### src/sv/dbrcs_pkg.sv
// ----------------------------------------------------------------------------
// dbrcs_pkg
// shared types and codes of the row column splitter
// ----------------------------------------------------------------------------
package dbrcs_pkg;

   localparam logic [1:0] OP_LOAD  = 2'd0;
   localparam logic [1:0] OP_START = 2'd1;
   localparam logic [1:0] OP_DATA  = 2'd2;

   localparam logic [2:0] ROLE_ACK    = 3'd0;
   localparam logic [2:0] ROLE_BITMAP = 3'd1;
   localparam logic [2:0] ROLE_HEAD   = 3'd2;
   localparam logic [2:0] ROLE_VALUE  = 3'd3;
   localparam logic [2:0] ROLE_CHUNK  = 3'd4;
   localparam logic [2:0] ROLE_STRAY  = 3'd5;

   localparam logic [2:0] CLS_FIXED_LAST = 3'd3;
   localparam logic [2:0] CLS_WORD       = 3'd5;
   localparam logic [2:0] CLS_CHUNKED    = 3'd6;
   localparam logic [2:0] CLS_ODD        = 3'd7;

   localparam int          CSR_AW           = 2;
   localparam logic [1:0]  CSR_COLUMN_COUNT = 2'd0;

   typedef enum logic [2:0] {
      PH_IDLE,
      PH_BITMAP,
      PH_HEAD,
      PH_VALUE,
      PH_CHUNKLEN,
      PH_CHUNKDATA
   } phase_type;

   typedef enum logic [1:0] {
      SQ_ACCEPT,
      SQ_SCAN,
      SQ_CHECK,
      SQ_LOAD
   } seq_type;

   typedef struct packed {
      logic [2:0] role;
      logic [7:0] column;
      logic [7:0] value;
      logic       done;
      logic       nul;
      logic       rowd;
   } rsp_type;

endpackage

### src/sv/dbrcs_req_if.sv
// ----------------------------------------------------------------------------
// dbrcs_req_if
// input channel: opcode beats with class loads and row bytes
// ----------------------------------------------------------------------------
interface dbrcs_req_if;
   logic       valid;
   logic       ready;
   logic [1:0] opcode;
   logic [7:0] column_index;
   logic [2:0] column_class;
   logic       row_has_bitmap;
   logic [7:0] data_byte;

   modport source (output valid, opcode, column_index, column_class, row_has_bitmap,
                   data_byte, input ready);
   modport sink (input valid, opcode, column_index, column_class, row_has_bitmap,
                 data_byte, output ready);
endinterface

### src/sv/dbrcs_rsp_if.sv
// ----------------------------------------------------------------------------
// dbrcs_rsp_if
// result channel: one tagged beat per input beat
// ----------------------------------------------------------------------------
interface dbrcs_rsp_if;
   logic       valid;
   logic       ready;
   logic [2:0] byte_role;
   logic [7:0] column_number;
   logic [7:0] value_byte;
   logic       column_done;
   logic       column_null;
   logic       row_done;

   modport source (output valid, byte_role, column_number, value_byte, column_done,
                   column_null, row_done, input ready);
   modport sink (input valid, byte_role, column_number, value_byte, column_done,
                 column_null, row_done, output ready);
endinterface

### src/sv/dbrcs_ram.sv
// ----------------------------------------------------------------------------
// dbrcs_ram
// generic single write, single read ram with registered read
// ----------------------------------------------------------------------------
module dbrcs_ram #(
   parameter int WIDTH = 8,
   parameter int DEPTH = 32
) (
   input  logic                                  clock,
   input  logic                                  wr_en,
   input  logic [(DEPTH > 1 ? $clog2(DEPTH) : 1)-1:0] wr_addr,
   input  logic [WIDTH-1:0]                      wr_data,
   input  logic [(DEPTH > 1 ? $clog2(DEPTH) : 1)-1:0] rd_addr,
   output logic [WIDTH-1:0]                      rd_data
);
   logic [WIDTH-1:0] mem_ff [DEPTH];
   logic [WIDTH-1:0] rd_data_ff;

   always_ff @(posedge clock) begin
      if (wr_en) begin
         mem_ff[wr_addr] <= wr_data;
      end
      rd_data_ff <= mem_ff[rd_addr];
   end

   assign rd_data = rd_data_ff;
endmodule

### src/sv/dbrcs_core.sv
// ----------------------------------------------------------------------------
// dbrcs_core
// parse sequencer over the class memory and the null bitmap memory
// ----------------------------------------------------------------------------
module dbrcs_core #(
   parameter int MAX_COLUMNS = 256
) (
   input  logic       clock,
   input  logic       reset,
   input  logic [8:0] column_count,
   dbrcs_req_if.sink  req_chan,
   dbrcs_rsp_if.source rsp_chan
);
   localparam int LIMIT = (MAX_COLUMNS < 256) ? MAX_COLUMNS : 256;
   localparam int CAW   = (LIMIT > 1) ? $clog2(LIMIT) : 1;
   localparam int NDEP  = (LIMIT + 7) / 8;
   localparam int NAW   = (NDEP > 1) ? $clog2(NDEP) : 1;
   localparam logic [8:0] LIMIT_N = 9'(LIMIT);

   dbrcs_pkg::seq_type   st_ff, st_in;
   dbrcs_pkg::phase_type ph_ff, ph_in;
   logic [7:0]  col_ff, col_in;
   logic        bm_ff, bm_in;
   logic [3:0]  hp_ff, hp_in;
   logic [31:0] rem_ff, rem_in;
   logic        ones_ff, ones_in;
   logic [2:0]  cls_ff, cls_in;
   logic [8:0]  scan_ff, scan_in;
   dbrcs_pkg::rsp_type pend_ff, pend_in, out_ff, out_in;
   logic        ov_ff, ov_in;

   logic [8:0]  n_eff;
   logic        accept;
   logic        cls_we;
   logic [CAW-1:0] cls_raddr;
   logic [2:0]  cls_rdata;
   logic        nul_we;
   logic [NAW-1:0] nul_raddr;
   logic [7:0]  nul_rdata;
   logic [8:0]  base;
   logic [7:0]  hit;
   logic        found;
   logic [2:0]  first;
   logic [8:0]  found_col;
   logic [15:0] word_len;
   logic [31:0] rem_dec;
   logic [31:0] rem_chunk;
   logic [3:0]  hp_inc;
   logic        ones_new;
   logic [7:0]  b;

   assign n_eff = (column_count == 9'd0) ? 9'd1 :
                  ((column_count > LIMIT_N) ? LIMIT_N : column_count);
   assign b = req_chan.data_byte;

   assign req_chan.ready = (st_ff == dbrcs_pkg::SQ_ACCEPT) && (!ov_ff || rsp_chan.ready);
   assign accept = req_chan.valid && req_chan.ready;

   assign cls_we = accept && (req_chan.opcode == dbrcs_pkg::OP_LOAD) &&
                   ({1'b0, req_chan.column_index} < LIMIT_N);
   assign nul_we = accept && (req_chan.opcode == dbrcs_pkg::OP_DATA) &&
                   (ph_ff == dbrcs_pkg::PH_BITMAP);

   dbrcs_ram #(.WIDTH(3), .DEPTH(LIMIT)) u_class_ram (
      .clock   (clock),
      .wr_en   (cls_we),
      .wr_addr (req_chan.column_index[CAW-1:0]),
      .wr_data (req_chan.column_class),
      .rd_addr (cls_raddr),
      .rd_data (cls_rdata)
   );

   dbrcs_ram #(.WIDTH(8), .DEPTH(NDEP)) u_null_ram (
      .clock   (clock),
      .wr_en   (nul_we),
      .wr_addr (col_ff[3 +: NAW]),
      .wr_data (b),
      .rd_addr (nul_raddr),
      .rd_data (nul_rdata)
   );

   // null bitmap search within one word
   assign base = {scan_ff[8:3], 3'b000};
   always_comb begin
      for (int p = 0; p < 8; p++) begin
         hit[p] = (3'(p) >= scan_ff[2:0]) && ((base + 9'(p)) < n_eff) && !nul_rdata[p];
      end
   end
   always_comb begin
      found = 1'b0;
      first = 3'd0;
      for (int p = 7; p >= 0; p--) begin
         if (hit[p]) begin
            found = 1'b1;
            first = 3'(p);
         end
      end
   end
   assign found_col = base + {6'd0, first};

   assign nul_raddr = scan_ff[3 +: NAW];
   assign cls_raddr = (st_ff == dbrcs_pkg::SQ_CHECK) ? found_col[CAW-1:0] :
                      scan_ff[CAW-1:0];

   assign word_len  = {b, rem_ff[7:0]};
   assign rem_dec   = rem_ff - ((rem_ff != 32'd0) ? 32'd1 : 32'd0);
   assign rem_chunk = rem_ff | (32'(b) << {hp_ff[1:0], 3'b000});
   assign hp_inc    = hp_ff + 4'd1;
   assign ones_new  = ones_ff && (b == 8'hFF);

   always_comb begin
      st_in   = st_ff;
      ph_in   = ph_ff;
      col_in  = col_ff;
      bm_in   = bm_ff;
      hp_in   = hp_ff;
      rem_in  = rem_ff;
      ones_in = ones_ff;
      cls_in  = cls_ff;
      scan_in = scan_ff;
      pend_in = pend_ff;
      out_in  = out_ff;
      ov_in   = ov_ff && !rsp_chan.ready;

      case (st_ff)
         dbrcs_pkg::SQ_ACCEPT: begin
            if (accept) begin
               out_in = '{role: dbrcs_pkg::ROLE_ACK, column: 8'd0, value: 8'd0,
                          done: 1'b0, nul: 1'b0, rowd: 1'b0};
               ov_in  = 1'b1;
               case (req_chan.opcode)
                  dbrcs_pkg::OP_LOAD: begin
                     out_in.column = req_chan.column_index;
                     if (cls_we && (req_chan.column_index == col_ff)) begin
                        cls_in = req_chan.column_class;
                     end
                  end
                  dbrcs_pkg::OP_START: begin
                     bm_in   = req_chan.row_has_bitmap;
                     col_in  = 8'd0;
                     hp_in   = 4'd0;
                     rem_in  = 32'd0;
                     ones_in = 1'b1;
                     if (req_chan.row_has_bitmap) begin
                        ph_in = dbrcs_pkg::PH_BITMAP;
                     end else begin
                        pend_in = out_in;
                        ov_in   = 1'b0;
                        scan_in = 9'd0;
                        st_in   = dbrcs_pkg::SQ_SCAN;
                     end
                  end
                  dbrcs_pkg::OP_DATA: begin
                     out_in.column = col_ff;
                     out_in.value  = b;
                     case (ph_ff)
                        dbrcs_pkg::PH_BITMAP: begin
                           out_in.role = dbrcs_pkg::ROLE_BITMAP;
                           if (({1'b0, col_ff} + 9'd8) >= n_eff) begin
                              pend_in = out_in;
                              ov_in   = 1'b0;
                              scan_in = 9'd0;
                              st_in   = dbrcs_pkg::SQ_SCAN;
                           end else begin
                              col_in = col_ff + 8'd8;
                           end
                        end
                        dbrcs_pkg::PH_HEAD: begin
                           out_in.role = dbrcs_pkg::ROLE_HEAD;
                           if (cls_ff == dbrcs_pkg::CLS_WORD) begin
                              if (hp_ff == 4'd0) begin
                                 rem_in = 32'(b);
                                 hp_in  = 4'd1;
                              end else begin
                                 rem_in = 32'(word_len);
                                 if (word_len == 16'hFFFF || word_len == 16'd0) begin
                                    out_in.done = 1'b1;
                                    out_in.nul  = (word_len == 16'hFFFF);
                                 end else begin
                                    ph_in = dbrcs_pkg::PH_VALUE;
                                 end
                              end
                           end else if (cls_ff == dbrcs_pkg::CLS_CHUNKED) begin
                              ones_in = ones_new;
                              hp_in   = hp_inc;
                              if (hp_inc >= 4'd8) begin
                                 if (ones_new) begin
                                    out_in.done = 1'b1;
                                    out_in.nul  = 1'b1;
                                 end else begin
                                    ph_in  = dbrcs_pkg::PH_CHUNKLEN;
                                    hp_in  = 4'd0;
                                    rem_in = 32'd0;
                                 end
                              end
                           end else begin
                              if (b == 8'd0) begin
                                 out_in.done = 1'b1;
                                 out_in.nul  = !bm_ff;
                              end else begin
                                 rem_in = 32'(b);
                                 ph_in  = dbrcs_pkg::PH_VALUE;
                              end
                           end
                        end
                        dbrcs_pkg::PH_VALUE: begin
                           out_in.role = dbrcs_pkg::ROLE_VALUE;
                           rem_in      = rem_dec;
                           out_in.done = (rem_dec == 32'd0);
                        end
                        dbrcs_pkg::PH_CHUNKLEN: begin
                           out_in.role = dbrcs_pkg::ROLE_CHUNK;
                           rem_in      = rem_chunk;
                           hp_in       = hp_inc;
                           if (hp_inc >= 4'd4) begin
                              hp_in = 4'd0;
                              if (rem_chunk == 32'd0) begin
                                 out_in.done = 1'b1;
                              end else begin
                                 ph_in = dbrcs_pkg::PH_CHUNKDATA;
                              end
                           end
                        end
                        dbrcs_pkg::PH_CHUNKDATA: begin
                           out_in.role = dbrcs_pkg::ROLE_VALUE;
                           rem_in      = rem_dec;
                           if (rem_dec == 32'd0) begin
                              ph_in = dbrcs_pkg::PH_CHUNKLEN;
                              hp_in = 4'd0;
                           end
                        end
                        default: begin
                           out_in.role   = dbrcs_pkg::ROLE_STRAY;
                           out_in.column = 8'd0;
                        end
                     endcase
                     if (out_in.done) begin
                        pend_in = out_in;
                        ov_in   = 1'b0;
                        scan_in = {1'b0, col_ff} + 9'd1;
                        st_in   = dbrcs_pkg::SQ_SCAN;
                     end
                  end
                  default: begin
                  end
               endcase
            end
         end
         dbrcs_pkg::SQ_SCAN: begin
            if (scan_ff >= n_eff) begin
               ph_in       = dbrcs_pkg::PH_IDLE;
               col_in      = 8'd0;
               hp_in       = 4'd0;
               rem_in      = 32'd0;
               ones_in     = 1'b1;
               out_in      = pend_ff;
               out_in.rowd = 1'b1;
               ov_in       = 1'b1;
               st_in       = dbrcs_pkg::SQ_ACCEPT;
            end else if (!bm_ff) begin
               st_in = dbrcs_pkg::SQ_LOAD;
            end else begin
               st_in = dbrcs_pkg::SQ_CHECK;
            end
         end
         dbrcs_pkg::SQ_CHECK: begin
            if (found) begin
               scan_in = found_col;
               st_in   = dbrcs_pkg::SQ_LOAD;
            end else begin
               scan_in = base + 9'd8;
               st_in   = dbrcs_pkg::SQ_SCAN;
            end
         end
         dbrcs_pkg::SQ_LOAD: begin
            col_in  = scan_ff[7:0];
            cls_in  = cls_rdata;
            hp_in   = 4'd0;
            ones_in = 1'b1;
            if (cls_rdata <= dbrcs_pkg::CLS_FIXED_LAST) begin
               ph_in  = dbrcs_pkg::PH_VALUE;
               rem_in = 32'(4'b0001 << cls_rdata[1:0]);
            end else if (cls_rdata == dbrcs_pkg::CLS_ODD) begin
               ph_in  = dbrcs_pkg::PH_VALUE;
               rem_in = 32'd1;
            end else begin
               ph_in  = dbrcs_pkg::PH_HEAD;
               rem_in = 32'd0;
            end
            out_in = pend_ff;
            ov_in  = 1'b1;
            st_in  = dbrcs_pkg::SQ_ACCEPT;
         end
         default: begin
            st_in = dbrcs_pkg::SQ_ACCEPT;
         end
      endcase
   end

   always_ff @(posedge clock) begin
      if (reset) begin
         st_ff   <= dbrcs_pkg::SQ_ACCEPT;
         ph_ff   <= dbrcs_pkg::PH_IDLE;
         col_ff  <= 8'd0;
         bm_ff   <= 1'b0;
         hp_ff   <= 4'd0;
         rem_ff  <= 32'd0;
         ones_ff <= 1'b1;
         ov_ff   <= 1'b0;
      end else begin
         st_ff   <= st_in;
         ph_ff   <= ph_in;
         col_ff  <= col_in;
         bm_ff   <= bm_in;
         hp_ff   <= hp_in;
         rem_ff  <= rem_in;
         ones_ff <= ones_in;
         ov_ff   <= ov_in;
      end
   end

   always_ff @(posedge clock) begin
      cls_ff  <= cls_in;
      scan_ff <= scan_in;
      pend_ff <= pend_in;
      out_ff  <= out_in;
   end

   assign rsp_chan.valid         = ov_ff;
   assign rsp_chan.byte_role     = out_ff.role;
   assign rsp_chan.column_number = out_ff.column;
   assign rsp_chan.value_byte    = out_ff.value;
   assign rsp_chan.column_done   = out_ff.done;
   assign rsp_chan.column_null   = out_ff.nul;
   assign rsp_chan.row_done      = out_ff.rowd;
endmodule

### src/sv/db_row_column_splitter.sv
// ----------------------------------------------------------------------------
// db_row_column_splitter
// splits result row bytes into tagged column value bytes
// ----------------------------------------------------------------------------
// req_chan takes one beat per cycle when ready: class loads, row starts and row bytes.
// rsp_chan returns exactly one tagged beat per request beat, in order.
// csr_ is an apb register port holding column_count at byte address 0.
// a beat that does not end a column is answered in the cycle after it is taken
// and, while rsp_chan is ready, the next beat can follow at once, so row bytes
// stream at one per cycle. a beat that ends a column, a non-bitmap row start
// and the last bitmap byte start a walk to the next column that carries bytes:
// a scan and a load step for a plain row, in a bitmap row a scan and a check step
// per 8-column bitmap word searched plus a load step for the class memory read.
// the answer of such a beat appears when the walk is over, with row_done set
// when no column is left.
// reset clears the parse state and the null bitmap use; column classes must
// be loaded before a row uses them. when rsp_chan stalls, the result is held
// and req_chan.ready drops until it is taken.
// ----------------------------------------------------------------------------
module db_row_column_splitter #(
   parameter int MAX_COLUMNS = 256
) (
   input  logic                       clock,
   input  logic                       reset,
   dbrcs_req_if.sink                  req_chan,
   dbrcs_rsp_if.source                rsp_chan,
   input  logic                       csr_psel,
   input  logic                       csr_penable,
   input  logic                       csr_pwrite,
   input  logic [dbrcs_pkg::CSR_AW-1:0] csr_paddr,
   input  logic [31:0]                csr_pwdata,
   output logic [31:0]                csr_prdata,
   output logic                       csr_pready
);
   logic [8:0] cc_ff, cc_in;
   logic       cc_hit;

   assign csr_pready = 1'b1;
   assign cc_hit     = (csr_paddr == dbrcs_pkg::CSR_COLUMN_COUNT);

   always_comb begin
      cc_in = cc_ff;
      if (csr_psel && csr_penable && csr_pwrite && cc_hit) begin
         cc_in = csr_pwdata[8:0];
      end
   end

   always_ff @(posedge clock) begin
      if (reset) begin
         cc_ff <= 9'd1;
      end else begin
         cc_ff <= cc_in;
      end
   end

   assign csr_prdata = cc_hit ? {23'd0, cc_ff} : 32'd0;

   dbrcs_core #(.MAX_COLUMNS(MAX_COLUMNS)) u_core (
      .clock        (clock),
      .reset        (reset),
      .column_count (cc_ff),
      .req_chan     (req_chan),
      .rsp_chan     (rsp_chan)
   );
endmodule
### src/flat_wrapper.sv
// flat-port wrapper written by rule: the top's interface ports become plain ports
module db_row_column_splitter_flat 
#(
   parameter int MAX_COLUMNS = 256
)
  (clock, reset, csr_psel, csr_penable, csr_pwrite, csr_paddr, csr_pwdata, csr_prdata, csr_pready, req_chan_valid, req_chan_opcode, req_chan_column_index, req_chan_column_class, req_chan_row_has_bitmap, req_chan_data_byte, req_chan_ready, rsp_chan_valid, rsp_chan_byte_role, rsp_chan_column_number, rsp_chan_value_byte, rsp_chan_column_done, rsp_chan_column_null, rsp_chan_row_done, rsp_chan_ready);
  dbrcs_req_if req_chan_i ();
  dbrcs_rsp_if rsp_chan_i ();
  input  logic clock;
  input  logic reset;
  input  logic csr_psel;
  input  logic csr_penable;
  input  logic csr_pwrite;
  input  logic [dbrcs_pkg::CSR_AW-1:0] csr_paddr;
  input  logic [31:0] csr_pwdata;
  output logic [31:0] csr_prdata;
  output logic csr_pready;
  input wire logic [$bits(req_chan_i.valid)-1:0] req_chan_valid;
  input wire logic [$bits(req_chan_i.opcode)-1:0] req_chan_opcode;
  input wire logic [$bits(req_chan_i.column_index)-1:0] req_chan_column_index;
  input wire logic [$bits(req_chan_i.column_class)-1:0] req_chan_column_class;
  input wire logic [$bits(req_chan_i.row_has_bitmap)-1:0] req_chan_row_has_bitmap;
  input wire logic [$bits(req_chan_i.data_byte)-1:0] req_chan_data_byte;
  output wire logic [$bits(req_chan_i.ready)-1:0] req_chan_ready;
  output wire logic [$bits(rsp_chan_i.valid)-1:0] rsp_chan_valid;
  output wire logic [$bits(rsp_chan_i.byte_role)-1:0] rsp_chan_byte_role;
  output wire logic [$bits(rsp_chan_i.column_number)-1:0] rsp_chan_column_number;
  output wire logic [$bits(rsp_chan_i.value_byte)-1:0] rsp_chan_value_byte;
  output wire logic [$bits(rsp_chan_i.column_done)-1:0] rsp_chan_column_done;
  output wire logic [$bits(rsp_chan_i.column_null)-1:0] rsp_chan_column_null;
  output wire logic [$bits(rsp_chan_i.row_done)-1:0] rsp_chan_row_done;
  input wire logic [$bits(rsp_chan_i.ready)-1:0] rsp_chan_ready;
  assign req_chan_i.valid = req_chan_valid;
  assign req_chan_i.opcode = req_chan_opcode;
  assign req_chan_i.column_index = req_chan_column_index;
  assign req_chan_i.column_class = req_chan_column_class;
  assign req_chan_i.row_has_bitmap = req_chan_row_has_bitmap;
  assign req_chan_i.data_byte = req_chan_data_byte;
  assign req_chan_ready = req_chan_i.ready;
  assign rsp_chan_valid = rsp_chan_i.valid;
  assign rsp_chan_byte_role = rsp_chan_i.byte_role;
  assign rsp_chan_column_number = rsp_chan_i.column_number;
  assign rsp_chan_value_byte = rsp_chan_i.value_byte;
  assign rsp_chan_column_done = rsp_chan_i.column_done;
  assign rsp_chan_column_null = rsp_chan_i.column_null;
  assign rsp_chan_row_done = rsp_chan_i.row_done;
  assign rsp_chan_i.ready = rsp_chan_ready;
  db_row_column_splitter #(.MAX_COLUMNS(MAX_COLUMNS)) u_core (.clock(clock), .reset(reset), .req_chan(req_chan_i), .rsp_chan(rsp_chan_i), .csr_psel(csr_psel), .csr_penable(csr_penable), .csr_pwrite(csr_pwrite), .csr_paddr(csr_paddr), .csr_pwdata(csr_pwdata), .csr_prdata(csr_prdata), .csr_pready(csr_pready));
endmodule
### config.mk
export PLATFORM = sky130hd
export DESIGN_NAME = db_row_column_splitter_flat
export DESIGN_NICKNAME = d
export VERILOG_FILES = /design/src/sv/dbrcs_pkg.sv /design/src/sv/dbrcs_req_if.sv /design/src/sv/dbrcs_rsp_if.sv /design/src/sv/dbrcs_ram.sv /design/src/sv/dbrcs_core.sv /design/src/sv/db_row_column_splitter.sv /design/src/flat_wrapper.sv
export SDC_FILE = /design/constraint.sdc
export NUM_CORES = 2
export LEC_CHECK = 0
export BUFFER_PORTS_ARGS = -buffer_cell sky130_fd_sc_hd__buf_4
export CAP_MARGIN = 20
export CORE_UTILIZATION = 40
export DETAILED_ROUTE_END_ITERATION = 10
export PLACE_DENSITY_LB_ADDON = 0.3
export SLEW_MARGIN = 10
export SYNTH_ARGS = -nofsm -noshare
export SYNTH_HDL_FRONTEND = slang
export SYNTH_SLANG_ARGS = --single-unit
### constraint.sdc
create_clock -name clock -period 5.2 [get_ports clock]
set_input_delay 0.52 -clock clock [delete_from_list [all_inputs] [get_ports clock]]
set_output_delay 0.52 -clock clock [all_outputs]
set_load 0.03 [all_outputs]
Word level (Yosys, flattened, before mapping)
Memory sizes are Yosys's and may differ from the RTL's. A register that Yosys moved wholly into a read port is not among the register bits.
Cells that the tools add are included.
Storage, ports and cells
  flip-flop bits (word level): 117
  bits of input ports: 63
  latch bits: 0
  ROM bits: 0
  word-level logic and storage cells: 316
  bits in writable memories: 1024
  memories kept: 2
  output and inout port bits: 57
Memories
  u_core.u_core.u_class_ram.mem_ff: depth 256, bits a word 3, rd ports 1, clocked after Yosys merged registers in 1, write ports 1, RTL line dbrcs_ram.sv:16  | logic [WIDTH-1:0] mem_ff [DEPTH];
  u_core.u_core.u_null_ram.mem_ff: depth 32, bits a word 8, rd ports 1, clocked after Yosys merged registers in 1, write ports 1, RTL line dbrcs_ram.sv:16
Cells by class
  bitwise gates (word level): 1
  add/sub/neg operators: 14
  divide/modulo/power cells: 0
  shift operators: 2
  reductions and logical operators: 68
  multipliers: 0
  equal/unequal tests: 45
  multiplexer cells: 138
  order comparisons: 22
Operators by type and width (count)
  $mux W32: 8
  $pmux W32 S3: 2
  $mux W22: 6
  $mux W9: 9
  $mux W3: 25
  $lt A9 B9 Y1: 8
  $pmux W22 S3: 1
  $logic_not A32 Y1: 2
  $pmux W32 S2: 1
  $mux W8: 6
  $pmux W22 S2: 1
  $add A9 B3 Y9 const B: 4
  $mux W4: 9
  $pmux W9 S2: 2
  $mux W1: 34
  $or A32 B32 Y32: 1
  $pmux W8 S2: 2
  $reduce_bool A32 Y1: 1
  $shl A1 B2 Y32 const A: 1
  $shl A8 B5 Y32: 1
  $sub A32 B1 Y32: 1
  $mux W2: 14
  $logic_and A1 B1 Y1: 27
  $pmux W4 S3: 2
  other kinds (65): 122

Logic depth before layout (Yosys ltp)
  depth after elaboration: 17
  gate-level depth with buffers: 24
  depth with buffers taken out: 18

Modules after synthesis
From an unflattened synthesis, not the netlist that was laid out.
Second synthesis, totals
  cell total of the unflattened synthesis: 3181
  area, all modules: 49633.9 sq um
Modules (own cells, without submodules)
  dbrcs_ram (u_core.u_core.u_class_ram): instances 1, area each 31038.5 sq um, seq. area each 23122.2 sq um, cells an instance 1713
  dbrcs_ram (u_core.u_core.u_null_ram): instances 1, area each 10053.4 sq um, seq. area each 7847.5 sq um, cells an instance 417
  dbrcs_core: instances 1, area each 7862.5 sq um, seq. area each 2692.6 sq um, cells an instance 976
  db_row_column_splitter: instances 1, area each 679.4 sq um, seq. area each 180.2 sq um, cells an instance 75

Worst setup path after synthesis
No wires, ideal clock.
  kind: register -> register
  start: register u_core.u_core.rem_ff[15]
  end: register u_core.u_core.pend_ff[10] in the netlist's numbering, enable pin
  arrival time: 4.687 ns
  cell stages (with the launch flop): 18
  path slack: 0.114 ns
  setup time: 0.399 ns
  period minus slack after synthesis: 5.086 ns
  buffers on the path: 2
  data required time: 4.801 ns
  cell sequence: dfxtp_1 > clkbuf_1 > nor3_1 > nand4b_1 > clkbuf_1 > or2_2 > or4_1 > ha_1 > ha_1 > nor4b_4 > nand3_1 > nor4_1 > nor4_1 > nor4bb_1 > a41o_1 > or3_1 > nand3_1 > nor2_1
Between the ends
  word-level cells in the longest chain between the ends: 10
  elaborated cells on any way between the ends: 15
  those cells by class: 1 x add/sub; 2 x eq/ne; 7 x mux; 1 x bitwise; 4 x reduce/logical
RTL lines
  start, declared: RTL line dbrcs_core.sv:25  | logic [31:0] rem_ff, rem_in;
  start signal, assigned: RTL line dbrcs_core.sv:316  | rem_ff <= rem_in;
  $reduce_bool A32 Y1 / $or A32 B32 Y32 (equally long branches): RTL line dbrcs_core.sv:106, dbrcs_core.sv:107
  $mux W1 / $logic_not A32 Y1 (equally long branches): RTL line dbrcs_core.sv:106, dbrcs_core.sv:217
  $sub A32 B1 Y32 / $mux W1 (equally long branches): RTL line dbrcs_core.sv:106, dbrcs_core.sv:217
  $logic_not A32 Y1 / $mux W1 (equally long branches): RTL line dbrcs_core.sv:209, dbrcs_core.sv:215
  $pmux W1 S3 (*): RTL line dbrcs_core.sv:156  | case (ph_ff)
  $mux W1 (*): RTL line dbrcs_core.sv:131  | case (req_chan.opcode)
  $mux W1 (*): RTL line dbrcs_core.sv:127  | if (accept) begin
  $mux W1 (*): RTL line dbrcs_core.sv:125  | case (st_ff)
  $ne A3 B1 Y1 (no source line)
  $reduce_and A6 Y1 (no source line) (*)
  end signal, assigned: RTL line dbrcs_core.sv:325  | pend_ff <= pend_in;
  end, declared: RTL line dbrcs_core.sv:29  | dbrcs_pkg::rsp_type pend_ff, pend_in, out_ff, out_in;
Mark *: on every way between the ends. The rest lies on a longest branch, timed or not. The select of a mux whose other input is x is not followed.
A chain may end at the register's enable or synchronous reset.

Worst setup path in the final report
  start: register u_core.u_core.rem_ff[24]
  end: register u_core.u_core.hp_ff[3]
Between the ends
  word-level cells in the longest chain between the ends: 6
RTL lines
  $reduce_bool A32 Y1: RTL line dbrcs_core.sv:106  | assign rem_dec = rem_ff - ((rem_ff != 32'd0) ? 32'd1 : 32'd0);
  $mux W1: RTL line dbrcs_core.sv:106
  $sub A32 B1 Y32 (*): RTL line dbrcs_core.sv:106
  $logic_not A32 Y1 (*): RTL line dbrcs_core.sv:227  | if (rem_dec == 32'd0) begin
  $ne A4 B4 Y1 (no source line) (*)
  $reduce_and A8 Y1 (no source line) (*)
  end signal, assigned: RTL line dbrcs_core.sv:315  | hp_ff <= hp_in;
  end, declared: RTL line dbrcs_core.sv:24  | logic [3:0] hp_ff, hp_in;
Mark *: on every way between the ends. The rest lies on a longest branch, timed or not.

==> impl_metrics.csv <==
group,metric,value,unit
logic_synthesis,synth_top_family_by_area,"simple AND/OR/NAND/NOR gates",
logic_synthesis,syn_area_per_cell,13.1,um2
setup_path,max_stage_delay,0.48,ns
logic_synthesis,synth_edf_count,1079,
global_routing,grt_pass1_vias,31978,
setup_path,cpMaxStageDelayCell,"or4_1",
pwr,powerDensity,360,mW/mm2
pwr,peakVddDrop,0.274,mV
die,fp.dieW,357,um
logic_synthesis,synth.cells.most_frequent,"1079 x edfxtp_1, 448 x nand2_1, 438 x nor2_1",
logic_synthesis,async_flop_share,0,%
sta,fin_skew,0.0359,ns
sta,maxSlewViolCount,0,
logic_synthesis,yosysTopAreaCellShare,64.3,%
routing,viasPerCell,5.85,
setup_path,start_kind,"flop",
placement,dpl.hpwl,88.4,mm
routing,vias,33065,
clocking,cts_max_path_buffers,3,
setup_path,required,5.85,ns
logic_synthesis,yosys.area_share.adder,0.795,%
clocking,tritoncts,"built",
clocking,clk_pin_slew,0.07,ns
global_routing,track_usage,22.1,%
logic_synthesis,yosysTopAreaCell,"edfxtp_1",
sta,tns,0,ns
run,maxCapViolCount,0,
die,dieArea,0.127,mm2
setup_path,cp_cell_sequence,"or3_4 > or3_4 > nor2_4 > nand2_1 > or4_4 > ha_2 > ha_1 > nor4b_4 > nand3_1 > nor4_1 > nor4_1 > nand4_1 > a2111oi_4 > buf_4 > o21ai_1 > a21o_1 > or2_1 > or4_1 > a21oi_1",
global_routing,gr-total-overflow,0,
logic_synthesis,ys.flop_type,"edfxtp_1",
die,floorplan.rows,129,
logic_synthesis,syn_inst,3835,
setup_path,critical-path-top-delay-family,"simple AND/OR/NAND/NOR gates",
run_status,status,"complete, no violations",
finish,syn2layout_area_growth,13.0,%
sta,period_share,97.8,%
clocking,cts_setup_buffers,0,
routing,post_drt_wl_per_cell,25.2,um
die,die_y,357,um
logic_synthesis,netlist_top_cells_area,"edfxtp_1 64%, mux2i_1 4.4%, nand2_1 3.3%, nor2_1 3.3%, dfxtp_1 2.9%",
hold_path,hold_path_class,"input pin to flop",
pwr,power_leakage,19.0,nW
clocking,numCtsBuffers,115,
sta,finalHoldViolCount,0,
logic_synthesis,synth_seq_cells,1151,
sta,tightest_slew,1.09,ns
sta,setup-violations-final,0,
pwr,power,20.5,mW
global_routing,antenna_found_initial,2,
clocking,cts_num_sinks,1151,
placement,portBuffers,72,
logic_synthesis,yosysSeqAreaShare,67.2,%
setup_path,critPathCaptureType,"flop",
global_routing,grt_pass1_wl,209,mm
clocking,htreeDepth,3,
finish,drive_above_1_share,13.6,%
logic_synthesis,netlist_area,0.0504,mm2
setup_path,critPathMaxFanout,7,
logic_synthesis,synth-simple-area-share,10.9,%
clocking,root_buffer,"clkbuf_16",
routing,wl,143,mm
placement,gp_congestion,0.895,
routing,drtAntennaViolNets,0,
logic_synthesis,synth-xor-area-share,0.609,%
setup_path,critical_path_buf_inv_count,1,
routing,route.detailed.drc,0,
logic_synthesis,synth_mux_area_share,7.50,%
setup_path,worstSetupPathType,"flop to flop",
logic_synthesis,yosys_warnings,0,
routing,drt_iter0_markers,3758,
finish,layout.nets,4006,
sta,relSlewSlack,27.0,%
die,coreArea,0.124,mm2
logic_synthesis,synth_cell_types,98,
routing,first_pass_iters,8,
sta,fmax,197,MHz
sta,fin_crit,5.09,ns
die,num_io_pins,120,
clocking,insertion_delay,0.72,ns
logic_synthesis,synth_most_common_cell,"edfxtp_1",
setup_path,worst_ep_arrival_time,5.74,ns
logic_synthesis,synth_compound_area_share,9.95,%
die,initial_core_util,40.5,%
global_routing,grt_max_degree,137,
## through the flow
stage,cell area [um2],worst slack [ns],hold WS [ns],utilization [%],std cells
2_1_floorplan,50400,0.114,0.452,-,3857
3_3_place_gp,53100,-0.354,0.472,42.7,5428
3_5_place_dp,53100,-0.285,0.480,42.7,5428
4_1_cts,56800,0.0492,0.00212,45.7,5647
5_1_grt,56900,-0.0125,0.0210,45.8,5647
6_report,56900,0.112,0.0299,45.8,5650
## flip-flops by register name, indices dropped and copies added, names as in the netlist, 2 cells and up
signal and cells:
u_core.cc_ff 9, u_core.u_core.cls_ff 3, u_core.u_core.col_ff 8, u_core.u_core.hp_ff 4, u_core.u_core.pend_ff 21, u_core.u_core.ph_ff 3
u_core.u_core.rem_ff 32, u_core.u_core.rsp_chan.byte_role 3, u_core.u_core.rsp_chan.column_number 8, u_core.u_core.rsp_chan.value_byte 8, u_core.u_core.scan_ff 9, u_core.u_core.st_ff 2
u_core.u_core.u_class_ram.mem_ff 768, u_core.u_core.u_class_ram.rd_data 3, u_core.u_core.u_null_ram.mem_ff 256, u_core.u_core.u_null_ram.rd_data 8
## final cells by class
cell class / count / area, um2
fillers: 11054 / 67400
inverters: 39 / 150
flip-flops and latches: 1151 / 33800
diodes: 3 / 7.51
multi-input cells: 2377 / 15200
clock buffers: 151 / 3050
well taps: 1637 / 2050
clock inverters: 65 / 633
repair buffers: 227 / 1930
## final timing paths
path / start / to / slack [ns] / depth (start not counted)
min reg2reg: u_core.u_core.rem_ff[30]$_SDFFE_PP0P_ / u_core.u_core.rem_ff[30]$_SDFFE_PP0P_ / 0.49 / 2
max reg2reg: u_core.u_core.rem_ff[24]$_SDFFE_PP0P_ / u_core.u_core.hp_ff[3]$_SDFFE_PP0P_ / 0.11 / 19
max: u_core.u_core.rem_ff[24]$_SDFFE_PP0P_ / u_core.u_core.hp_ff[3]$_SDFFE_PP0P_ / 0.11 / 19
min: csr_pwdata[4] / u_core.cc_ff[4]$_SDFFE_PP0P_ / 0.03 / 3
## routing by layer
layer	global-route usage (%)	up-vias	wire, um
met5	0	-	13
li1	-	14744	-
met1	30.9	16600	60300
met3	3.71	259	11400
met4	6.77	2	4390
met2	35.1	1460	66400
## worst min-delay path: stages
cell     delay, ns
buf_4         0.07
mux2i_1       0.05
nor2_1        0.07
## placed cells by master (no fill, tap or decap), drive strengths merged, types with 15 or more instances in the layout
cell type,instances
edfxtp,1079
nand2,449
nor2,438
mux2i,223
buf,222
a21oi,179
clkbuf,153
nand3,129
o21ai,113
dfxtp,72
o221ai,65
nor3,58
mux2,53
o211ai,44
inv,43
mux4,42
clkinv,41
a221oi,38
a211oi,36
a31oi,35
ha,32
nor4,29
o22ai,28
a22oi,25
conb,24
xnor2,23
and2,23
nor2b,17
nand4,17
or3,17
o211a,15
## power by group
part | internal [mW] | total (mW) | leakage [nW] | switching (mW)
registers | 10.2 | 10.3 | 10.3 | 0.0774
logic | 0.666 | 2.04 | 6.89 | 1.37
clock network | 4.59 | 8.15 | 1.76 | 3.56
## timing repair
action,in CTS,in global routing
endpoints found under the hold margin,3,0
gates cloned,0,0
hold buffers,3,0
setup endpoints to repair,7,27
pin swaps,0,4
resized for setup,2,15
## kinds of logic (layout without fill, tap and decap cells)
family | count (synthesis) | in the layout
other | 2 | 27
AND/OR/NAND/NOR | 1247 | 1247
flip-flops | 1151 | 1151
XOR/XNOR | 35 | 35
buffers and inverters | 329 | 482
adder cells (fa/ha/maj) | 32 | 32
AO/OA/AOI/OAI | 721 | 721
multiplexers | 318 | 318
No activity file was read; power rests on OpenSTA's default activity.
